--- config.mk ---
export PLATFORM = sky130hd
export DESIGN_NAME = compacting_element_list
export DESIGN_NICKNAME = d
export VERILOG_FILES = /design/src/cel_pkg.sv /design/src/compacting_element_list.sv
export SDC_FILE = /design/constraint.sdc
export NUM_CORES = 1
export LEC_CHECK = 0
export ABC_AREA = 0
export ABC_CLOCK_PERIOD_IN_PS = 7430
export CORE_AREA = 2 2 406 408
export CTS_CLUSTER_DIAMETER = 120
export DETAILED_ROUTE_END_ITERATION = 7
export DIE_AREA = 0 0 408 410
export DONT_BUFFER_PORTS = 1
export GPL_TIMING_DRIVEN = 0
export PLACE_DENSITY_LB_ADDON = 0.1
export SYNTH_ARGS = -nofsm -noshare
export SYNTH_HDL_FRONTEND = slang
export SYNTH_SLANG_ARGS = --single-unit
--- constraint.sdc ---
create_clock -name i_clk -period 7.43 [get_ports i_clk]
set_clock_uncertainty 0.05 [all_clocks]
set_input_delay 0.743 -clock i_clk [delete_from_list [all_inputs] [get_ports i_clk]]
set_output_delay 0.743 -clock i_clk [all_outputs]
set_load 0.02 [all_outputs]
--- src/cel_pkg.sv ---
// cel_pkg: shared types and constants of the compacting element list
// command and result item structs, command and status codes, controller states
// no dependencies
`default_nettype none

package cel_pkg;

    // default sizes of the list
    localparam int DEPTH_DEF      = 32;
    localparam int ELEM_WIDTH_DEF = 32;

    // command codes
    localparam logic [2:0] OP_APPEND = 3'd0;
    localparam logic [2:0] OP_READ   = 3'd1;
    localparam logic [2:0] OP_WRITE  = 3'd2;
    localparam logic [2:0] OP_REMOVE = 3'd3;
    localparam logic [2:0] OP_SEARCH = 3'd4;

    // status codes
    localparam logic [1:0] ST_OK   = 2'd0;
    localparam logic [1:0] ST_OOR  = 2'd1;
    localparam logic [1:0] ST_FULL = 2'd2;

    // command item
    typedef struct packed {
        logic [2:0]         op;
        logic [5:0]         index;
        logic signed [31:0] value;
    } t_in;

    // result item
    typedef struct packed {
        logic signed [31:0] read_value;
        logic               hit;
        logic [4:0]         hit_index;
        logic [1:0]         status;
        logic [5:0]         used_count;
    } t_out;

    // controller states
    typedef enum logic [1:0] {
        S_IDLE,
        S_EXEC,
        S_SHIFT,
        S_SEARCH
    } t_state;

endpackage

`default_nettype wire

--- src/compacting_element_list.sv ---
// compacting_element_list: bounded ordered list of signed words in one memory
// append, read, write, remove with compaction, and linear search
// depends on cel_pkg
//
//  channel | direction | signals                              | payload
//  --------+-----------+--------------------------------------+---------------
//  command | in        | i_in_valid, o_in_ready, i_in_data    | cel_pkg::t_in
//  result  | out       | o_out_valid, i_out_ready, o_out_data | cel_pkg::t_out
//
// one item at a time; the memory (one read port, one write port) sets the
// pace. a command reads its first entry when taken; a search then reads
// entries in order up to a hit or the end, a remove below the last entry
// moves the tail down one entry at a time, and all others finish in exec.
// a finished result waits in the output register; the next item is taken
// while it waits, and a later item only finishes once that register is free.
// reset clears the count and the control state; the memory is not cleared.
`default_nettype none

module compacting_element_list #(
    parameter int DEPTH      = cel_pkg::DEPTH_DEF,
    parameter int ELEM_WIDTH = cel_pkg::ELEM_WIDTH_DEF
) (
    input  wire logic          i_clk,
    input  wire logic          i_rst_n,
    input  wire logic          i_in_valid,
    output logic               o_in_ready,
    input  wire cel_pkg::t_in  i_in_data,
    output logic               o_out_valid,
    input  wire logic          i_out_ready,
    output cel_pkg::t_out      o_out_data
);
    import cel_pkg::*;

    localparam int AW = (DEPTH > 1) ? $clog2(DEPTH) : 1;
    localparam int CW = $clog2(DEPTH + 1);
    localparam int IW = (AW > 6) ? AW : 6;
    localparam int XW = (CW > 6) ? CW : 6;
    localparam logic [CW-1:0] DEPTH_C = CW'(DEPTH);

    // element memory
    logic [ELEM_WIDTH-1:0] mem [DEPTH];
    logic [ELEM_WIDTH-1:0] r_rdata;
    logic                  rd_en;
    logic [AW-1:0]         rd_addr;
    logic                  wr_en;
    logic [AW-1:0]         wr_addr;
    logic [ELEM_WIDTH-1:0] wr_data;

    // control and command registers
    t_state                r_state, n_state;
    logic [CW-1:0]         r_count, n_count;
    logic [CW-1:0]         r_ptr, n_ptr;
    logic [2:0]            r_op;
    logic [5:0]            r_idx;
    logic [ELEM_WIDTH-1:0] r_val;
    logic [ELEM_WIDTH-1:0] r_rem, n_rem;
    logic                  r_out_valid;
    t_out                  r_out_data;

    // decoded conditions
    logic                  accept;
    logic                  out_free;
    logic                  done;
    logic                  go_shift;
    t_out                  res;
    logic [ELEM_WIDTH-1:0] res_elem;
    logic                  idx_oob;
    logic [CW-1:0]         idx_c;
    logic [CW-1:0]         idx_p1;
    logic [CW-1:0]         ptr_m2;
    logic [IW-1:0]         in_idx_ext;
    logic [IW-1:0]         r_idx_ext;
    logic [63:0]           in_val_ext;
    logic [63:0]           res_ext;
    logic [15:0]           cnt_ext;
    logic [15:0]           ptr_ext;

    assign accept     = i_in_valid && o_in_ready;
    assign out_free   = !r_out_valid || i_out_ready;
    assign o_in_ready = (r_state == S_IDLE);
    assign in_idx_ext = IW'(i_in_data.index);
    assign r_idx_ext  = IW'(r_idx);
    assign in_val_ext = 64'(i_in_data.value);
    assign idx_oob    = (XW'(r_idx) >= XW'(r_count));
    assign idx_c      = CW'(r_idx);
    assign idx_p1     = idx_c + 1'b1;
    assign ptr_m2     = r_ptr - CW'(2);
    assign cnt_ext    = 16'(n_count);
    assign ptr_ext    = 16'(r_ptr);

    // memory access: registered read, one write a cycle
    always_ff @(posedge i_clk) begin
        if (wr_en) begin
            mem[wr_addr] <= wr_data;
        end
        if (rd_en) begin
            r_rdata <= mem[rd_addr];
        end
    end

    // next state
    always_comb begin
        n_state = r_state;
        case (r_state)
            S_IDLE: begin
                if (accept) begin
                    n_state = (i_in_data.op == OP_SEARCH) ? S_SEARCH : S_EXEC;
                end
            end
            S_EXEC: begin
                if (go_shift) begin
                    n_state = S_SHIFT;
                end else if (done) begin
                    n_state = S_IDLE;
                end
            end
            S_SHIFT, S_SEARCH: begin
                if (done) begin
                    n_state = S_IDLE;
                end
            end
            default: n_state = S_IDLE;
        endcase
    end

    // datapath control and result
    always_comb begin
        rd_en     = 1'b0;
        rd_addr   = r_ptr[AW-1:0];
        wr_en     = 1'b0;
        wr_addr   = r_idx_ext[AW-1:0];
        wr_data   = r_val;
        n_count   = r_count;
        n_ptr     = r_ptr;
        n_rem     = r_rem;
        done      = 1'b0;
        go_shift  = 1'b0;
        res_elem  = '0;
        res.hit        = 1'b0;
        res.hit_index  = '0;
        res.status     = ST_OK;
        case (r_state)
            S_IDLE: begin
                // start the read that the command needs first
                if (accept) begin
                    rd_en = 1'b1;
                    if (i_in_data.op == OP_SEARCH) begin
                        rd_addr   = '0;
                        n_ptr     = '0;
                    end else begin
                        rd_addr = in_idx_ext[AW-1:0];
                    end
                end
            end
            S_EXEC: begin
                case (r_op)
                    OP_APPEND: begin
                        if (r_count == DEPTH_C) begin
                            res.status = ST_FULL;
                        end else begin
                            wr_en   = out_free;
                            wr_addr = r_count[AW-1:0];
                            n_count = out_free ? r_count + 1'b1 : r_count;
                        end
                        done = out_free;
                    end
                    OP_READ: begin
                        if (idx_oob) begin
                            res.status = ST_OOR;
                        end else begin
                            res_elem = r_rdata;
                        end
                        done = out_free;
                    end
                    OP_WRITE: begin
                        if (idx_oob) begin
                            res.status = ST_OOR;
                        end else begin
                            wr_en = out_free;
                        end
                        done = out_free;
                    end
                    OP_REMOVE: begin
                        if (idx_oob) begin
                            res.status = ST_OOR;
                            done       = out_free;
                        end else if (idx_p1 < r_count) begin
                            // removed value captured, start moving the tail down
                            n_rem    = r_rdata;
                            rd_en    = 1'b1;
                            rd_addr  = idx_p1[AW-1:0];
                            n_ptr    = idx_p1 + 1'b1;
                            go_shift = 1'b1;
                        end else begin
                            res_elem = r_rdata;
                            n_count  = out_free ? r_count - 1'b1 : r_count;
                            done     = out_free;
                        end
                    end
                    default: begin
                        done = out_free;
                    end
                endcase
            end
            S_SHIFT: begin
                // r_rdata holds entry ptr-1, it moves to ptr-2
                wr_en    = 1'b1;
                wr_addr  = ptr_m2[AW-1:0];
                wr_data  = r_rdata;
                res_elem = r_rem;
                if (r_ptr < r_count) begin
                    rd_en = 1'b1;
                    n_ptr = r_ptr + 1'b1;
                end else begin
                    n_count = out_free ? r_count - 1'b1 : r_count;
                    done    = out_free;
                end
            end
            S_SEARCH: begin
                // r_rdata holds entry ptr
                if (r_ptr >= r_count) begin
                    done = out_free;
                end else if (r_rdata == r_val) begin
                    res.hit       = 1'b1;
                    res.hit_index = ptr_ext[4:0];
                    done          = out_free;
                end else begin
                    rd_en   = 1'b1;
                    rd_addr = CW'(r_ptr + 1'b1) < DEPTH_C ?
                              AW'(r_ptr + 1'b1) : '0;
                    n_ptr   = r_ptr + 1'b1;
                end
            end
            default: begin
            end
        endcase
        res_ext        = 64'($signed(res_elem));
        res.read_value = res_ext[31:0];
        res.used_count = cnt_ext[5:0];
    end

    // control registers
    always_ff @(posedge i_clk) begin
        if (!i_rst_n) begin
            r_state     <= S_IDLE;
            r_count     <= '0;
            r_out_valid <= 1'b0;
        end else begin
            r_state <= n_state;
            r_count <= n_count;
            if (done) begin
                r_out_valid <= 1'b1;
            end else if (i_out_ready) begin
                r_out_valid <= 1'b0;
            end
        end
    end

    // command, pointer and result registers
    always_ff @(posedge i_clk) begin
        r_ptr <= n_ptr;
        r_rem <= n_rem;
        if (accept) begin
            r_op  <= i_in_data.op;
            r_idx <= i_in_data.index;
            r_val <= in_val_ext[ELEM_WIDTH-1:0];
        end
        if (done) begin
            r_out_data <= res;
        end
    end

    assign o_out_valid = r_out_valid;
    assign o_out_data  = r_out_data;

endmodule

`default_nettype wire

After elaboration in Yosys (flattened, before gate mapping)
Memories as Yosys holds them, arrays and structs flattened. A register that Yosys moved wholly into a read port is not among the register bits.
Cells that the tools add are included.
- memory bits (read-only): 0
- output and inout bits: 48
- bits of input ports: 45
- latch bits: 0
- memories kept: 1
- bits in writable memories: 1024
- logic and storage cells: 125
- flip-flop bits (word level): 134
- memory list (name ; words ; bits a word ; rd ports ; clocked after Yosys merged registers in ; write ports ; line ; text):
    mem ; 32 ; 32 ; 1 ; 1 ; 1 ; compacting_element_list.sv:41 ; logic [ELEM_WIDTH-1:0] mem [DEPTH];
- order comparisons: 5
- equal/unequal tests: 17
- add/subtract/negate cells: 6
- reduce and logical (&&, ||, !) cells: 12
- shifts and indexed selects: 0
- divide/modulo/power cells: 0
- bitwise logic cells: 3
- multiplexer cells: 68
- multipliers: 0
- operators with widths (kind ; count):
    $mux 32 ; 4
    $pmux 32 s2 ; 2
    $mux 6 ; 15
    $mux 5 ; 10
    $eq 32x32->1 ; 1
    $add 6x1->6 const B ; 4
    $pmux 6 s2 ; 2
    $pmux 6 s4 ; 1
    $mux 1 ; 21
    $pmux 5 s3 ; 1
    $ge 6x6->1 ; 2
    $lt 6x6->1 ; 2
    $mux 2 ; 5
    $ne 2x2->1 const B ; 5
    $pmux 5 s2 ; 1
    $reduce_and 8->1 ; 1
    $eq 3x2->1 const B ; 2
    $eq 6x6->1 const B ; 1
    $lt 6x6->1 const B ; 1
    $ne 2x1->1 const B ; 3
    $pmux 2 s3 ; 1
    $reduce_or 3->1 ; 2
    $sub 6x1->6 const B ; 1
    $sub 5x2->5 const B ; 1
    other kinds (17) ; 22

Longest topological paths before layout
- depth after elaboration: 9
- mapped depth: 19
- depth with buffers taken out: 15

Least setup slack after synthesis
OpenSTA, ideal clock, no wires.
- path kind: reg-to-reg
- start: register r_idx[1] (netlist: idx_c[1])
- end: register r_out_data (netlist bit o_out_data[0]) (enable)
- period minus slack after synthesis: 5.835 ns
- stages on the path, launching flop included: 13
- slack: 1.595 ns
- arrival: 5.276 ns
- buffers on the path: 0
- data required time: 6.871 ns
- setup time: 0.509 ns
- cells stage by stage: edfxtp_1 -> ha_1 -> nand3_1 -> xor2_1 -> inv_1 -> ha_1 -> nand4_1 -> a21oi_1 -> nor3_4 -> nand3_1 -> nand2_1 -> and3_1 -> nor3_1
- word-level cells in the longest chain between the ends: 6
- elaborated cells on any way between the ends: 7
- those cells by class: add/sub: 1; order compare: 2; mux: 4
- ends and longest elaborated chain (element ; line ; text):
    from (decl) ; compacting_element_list.sv:54 ; logic [5:0] r_idx;
    from (signal assigned) ; compacting_element_list.sv:265 ; r_idx <= i_in_data.index;
    $add 6x1->6 ; compacting_element_list.sv:86 ; assign idx_p1 = idx_c + 1'b1;
    $lt 6x6->1 ; compacting_element_list.sv:187 ; end else if (idx_p1 < r_count) begin
    $mux 1 ; compacting_element_list.sv:187 ;
    $mux 1 * ; compacting_element_list.sv:184 ; if (idx_oob) begin
    $mux 1 * ; compacting_element_list.sv:156 ; case (r_op)
    $pmux 1 s3 * ; compacting_element_list.sv:142 ; case (r_state)
    net done ; compacting_element_list.sv:63 ; logic done;
    to (signal assigned) ; compacting_element_list.sv:269 ; r_out_data <= res;
    to (decl) ; compacting_element_list.sv:58 ; t_out r_out_data;
The timed path passes the listed nets; every way through them passes the cells marked *.
A chain may end at the register's enable or synchronous reset.

Worst setup path in the final report
- start: register r_idx[0] (netlist: idx_c[0])
- end: register r_rdata[25], read port of mem, data pin
- word-level cells in the longest chain between the ends: 6
- elaborated cells on any way between the ends: 11
- those cells by class: add/sub: 1; order compare: 2; mux: 8
- ends and longest elaborated chain (element ; line ; text):
    $add 6x1->6 ; compacting_element_list.sv:86 ;
    $lt 6x6->1 ; compacting_element_list.sv:187 ;
    $mux 1 or $mux 5 (tied branches) ; compacting_element_list.sv:187 ;
    $mux 1 or $mux 5 (tied branches) ; compacting_element_list.sv:184 ;
    $mux 1 or $mux 5 (tied branches) ; compacting_element_list.sv:156 ;
    $pmux 1 s4 or $pmux 5 s3 (tied branches) ; compacting_element_list.sv:142 ;
    to (decl) ; compacting_element_list.sv:42 ; logic [ELEM_WIDTH-1:0] r_rdata;
Parallel ways exist; a longest one is shown, timed or not.

==> summary.md <==
| Metric | Value |
|---|---|
| Unrepaired setup endpoints after global routing | `no` |
| Unique masters post-synth | `78` |
| Post-route setup slack | `840 ps` |
| Setup WS pre-CTS | `810 ps` |
| Crit end category | `register` |
| Area Growth Syn to Fin | `17.1%` |
| Fill count | `15621` |
| Clock power share | `24.8%` |
| Vias in the first global route | `27644` |
| Core Region | `163000 sq um` |
| Via density per instance | `4.91` |
| Slowest stage delay, CP | `1180 ps` |
| CTS tree | `done` |
| Critical Path Source Type | `register` |
| Leak Pwr | `0.0186 uW` |
| Sequential fraction of the synthesis area | `73.3%` |
| Initial Util | `29.7%` |
| GR Util All Layers | `17.4%` |
| Die extent in x | `408 microns` |
| Largest net degree at the start of global routing | `34` |
| WHS | `69.0 ps` |
| Sw frac | `39.6%` |
| Chip height | `410 microns` |
| Part of the power in registers | `36.1%` |
| DP HPWL | `106 mm` |
| R2R Path Start | `idx_c[0]` |
| DRC viols | `0` |
| Cts bufs inserted | `135` |
| Internal reg-to-reg setup slack | `840 ps` |
| Worst EP arrival | `7120 ps` |
| Register bit total from synthesis | `1190` |
| Clock sink total | `1190` |
| Post-synth EDFFs | `1181` |
| Root buf cell | `clkbuf_16` |
| Post-Syn Area | `48600 sq um` |
| Synth Net Count | `3085` |
| Syn Area/Cell | `16.2 sq um` |
| Hold Path Class | `primary input to register` |
| Post-Syn Instances | `3010` |
| Reg-to-reg endpoint | `r_rdata[25]` |
| Fin crit share | `88.7%` |
| Final setup fails | `0` |
| Yosys warnings | `0` |
| P per Cell Area | `440 nW/um^2` |
| Most common cell on crit path | `clkbuf_1` |
| CP required | `7960 ps` |
| Commonest non-fill, non-tap cells in the layout | `edfxtp_1, mux2i_1, nand2_1` |
| Crit path kind | `register to register` |
| Logic pwr share | `39.1%` |
| DR WL/cell | `26.7 microns` |
| Crit-path cells | `clkbuf_1, nand3_1, xor2_1, inv_1, ha_1, a211oi_1, nor2_1, nor3_4, a31oi_1, and2_1, nor4_2, clkbuf_1, clkbuf_1, nand2_1, nand3_1, a32oi_1, nand4_1` |
| Worst Hold Depth | `1` |
| Sw power | `9930 uW` |
| Hold path start | `i_rst_n` |
| Clock Latency Late Sink | `760 ps` |
| Worst Path Max Fanout | `10` |
| Row cnt | `149` |
| Worst Hold Endpoint | `o_out_valid` |
| Placed Cells | `5237` |
| Drt initial violations | `2289` |
| FF-to-FF path depth | `17` |
| First-pass GRT wire length | `207 mm` |
| Via count | `27124` |
| Outcome | `complete, no violations` |
| Routability cong. | `0.867` |
| Area used by multi-input combinational logic | `12200 sq um` |
| Initial antenna violation count | `10` |
| Routed WL | `147 mm` |
| Tot Pwr | `25100 uW` |
| Final ANT Viol Nets | `0` |
| Layout cell share with drive strength beyond 1 | `14.0%` |
| Max cap viols | `0` |
| Post-synthesis async set-or-reset flop share | `0%` |
| Reg clk slew, reported paths | `60 ps` |
| Leading register cell type out of synthesis | `edfxtp_1` |
| Synth top area share | `72.9%` |
| Main area contributors after synthesis | `edfxtp_1, mux2i_1, nand2_1` |
| Count of pins over their slew limit | `0` |
| DRT Pass-1 Iters | `5` |
| Relative slew slack | `2.53%` |
| VDD IR-drop max | `0.000246 V` |
| Leading area contributor after synthesis | `edfxtp_1` |
| Number of port buffers | `0` |
| Actual slew at the worst max-slew pin | `1450 ps` |
| CTS HTree Levels | `4` |
| Die area | `167000 sq um` |
| Fin crit period | `6590 ps` |
| Layout Nets | `3302` |
| Total grt overflow | `0` |
| Achievable Freq | `152 MHz` |
| P_int | `15100 uW` |
| Slowest cell on crit path | `nor4_2` |
| # IOs | `93` |
| Max clock buf depth | `3` |
| Most common cell after layout, fill and taps aside | `edfxtp_1` |
| Final hold vios | `0` |
| Register Area | `35600 sq um` |
| Layout Cells excl Fill | `5521` |
## cell usage after synthesis (3+ instances only)
| library cell | instances |
|---|---|
| a21oi_1 | 48 |
| nand2_1 | 289 |
| o21a_1 | 5 |
| a211oi_1 | 33 |
| nor3_1 | 10 |
| inv_1 | 24 |
| nand4_1 | 40 |
| nand2b_1 | 7 |
| and2_1 | 10 |
| o21ai_0 | 18 |
| or2_2 | 5 |
| a22oi_1 | 76 |
| and3_1 | 37 |
| nor4_2 | 6 |
| mux2_2 | 65 |
| a31o_2 | 31 |
| nand3_1 | 140 |
| nand4_2 | 3 |
| xor2_1 | 40 |
| dfxtp_1 | 9 |
| nor3_2 | 4 |
| buf_1 | 4 |
| a32oi_1 | 66 |
| buf_2 | 58 |
| o211ai_1 | 3 |
| nor2_1 | 91 |
| o32a_1 | 31 |
| ha_1 | 30 |
| o221ai_1 | 4 |
| buf_6 | 18 |
| buf_4 | 9 |
| o22ai_1 | 6 |
| nor4_1 | 8 |
| xnor2_1 | 7 |
| clkbuf_1 | 89 |
| mux2i_1 | 451 |
| a31oi_1 | 5 |
| edfxtp_1 | 1181 |
## stage by stage
stage / util [%] / TNS (ps) / area, sq um
floorplan: - / 0 / 48600
global placement: 31.4 / -3170 / 51400
detailed placement: 32.1 / 0 / 52400
CTS: 34.8 / 0 / 56900
global route: 34.8 / 0 / 56900
finish: 34.8 / 0 / 56900
## sequential cells by signal, indices dropped and copies added, names as in the netlist
register and flops:
r_count 6, idx_c 6, o_out_data 46, mem 1024, r_ptr 6, o_out_valid 1, r_rem 32, r_op 3
r_val 32, r_state 2, r_rdata 32
## power groups by stage
stage	sequential [uW]	clock (uW)	combinational [uW]
floorplan	8920	0	5880
global placement	9230	0	9660
detailed placement	9200	0	9930
CTS	9060	6410	9970
global route	9070	6660	10500
finish	9050	6210	9810
## layer usage
metal	track usage (%)	wire length (microns)
met4	4.48	3180
met2	29.1	70800
met1	23.4	66300
met3	2.98	6980
met5	0	12
## worst max-delay path by stage
stage,cells after the start,slack [ps],to,from
floorplan,12,1600,o_out_data[0],idx_c[1]
global placement,12,-70,o_out_data[21],idx_c[0]
detailed placement,17,810,r_rdata[26],idx_c[0]
CTS,17,790,r_rdata[26],idx_c[0]
global route,17,500,r_rdata[0],idx_c[0]
finish,17,840,r_rdata[25],idx_c[0]
## kinds of logic after synthesis
family | after synthesis | synth area share, %
buf+inv | 204 | 2.08
simple gates | 665 | 6.44
mux | 516 | 10.8
flops | 1190 | 73.3
compound gates | 358 | 5.75
xor+xnor | 47 | 0.847
fa+ha+maj | 30 | 0.772
## worst max-delay path, delay by kind of cell (launching register included)
kind | cells | cell delay, ps
adder cells (fa/ha/maj) | 1 | 310
flip-flops | 1 | 390
XOR/XNOR | 1 | 380
buffers and inverters | 4 | 1990
AND/OR/NAND/NOR | 8 | 2570
AO/OA/AOI/OAI | 3 | 690
## final cells by class
class	instances	area share [%]
Buffer	179	1.61
Timing Repair Buffer	80	2.13
Clock inverter	74	1.02
Tap cell	2189	4.81
Sequential cell	1190	62.6
Clock buffer	164	6.16
Multi-Input combinational cell	1616	21.5
Inverter	25	0.165
Antenna cell	4	0.0176
## repair_timing
item                                    in CTS  in global routing
gates resized for setup                      0                  0
hold endpoints to repair                    46                  0
endpoints found under the setup margin       0                  0
buffers inserted                             0                  0
hold buffers                                42                  0
No activity file was read; power rests on OpenSTA's default activity.
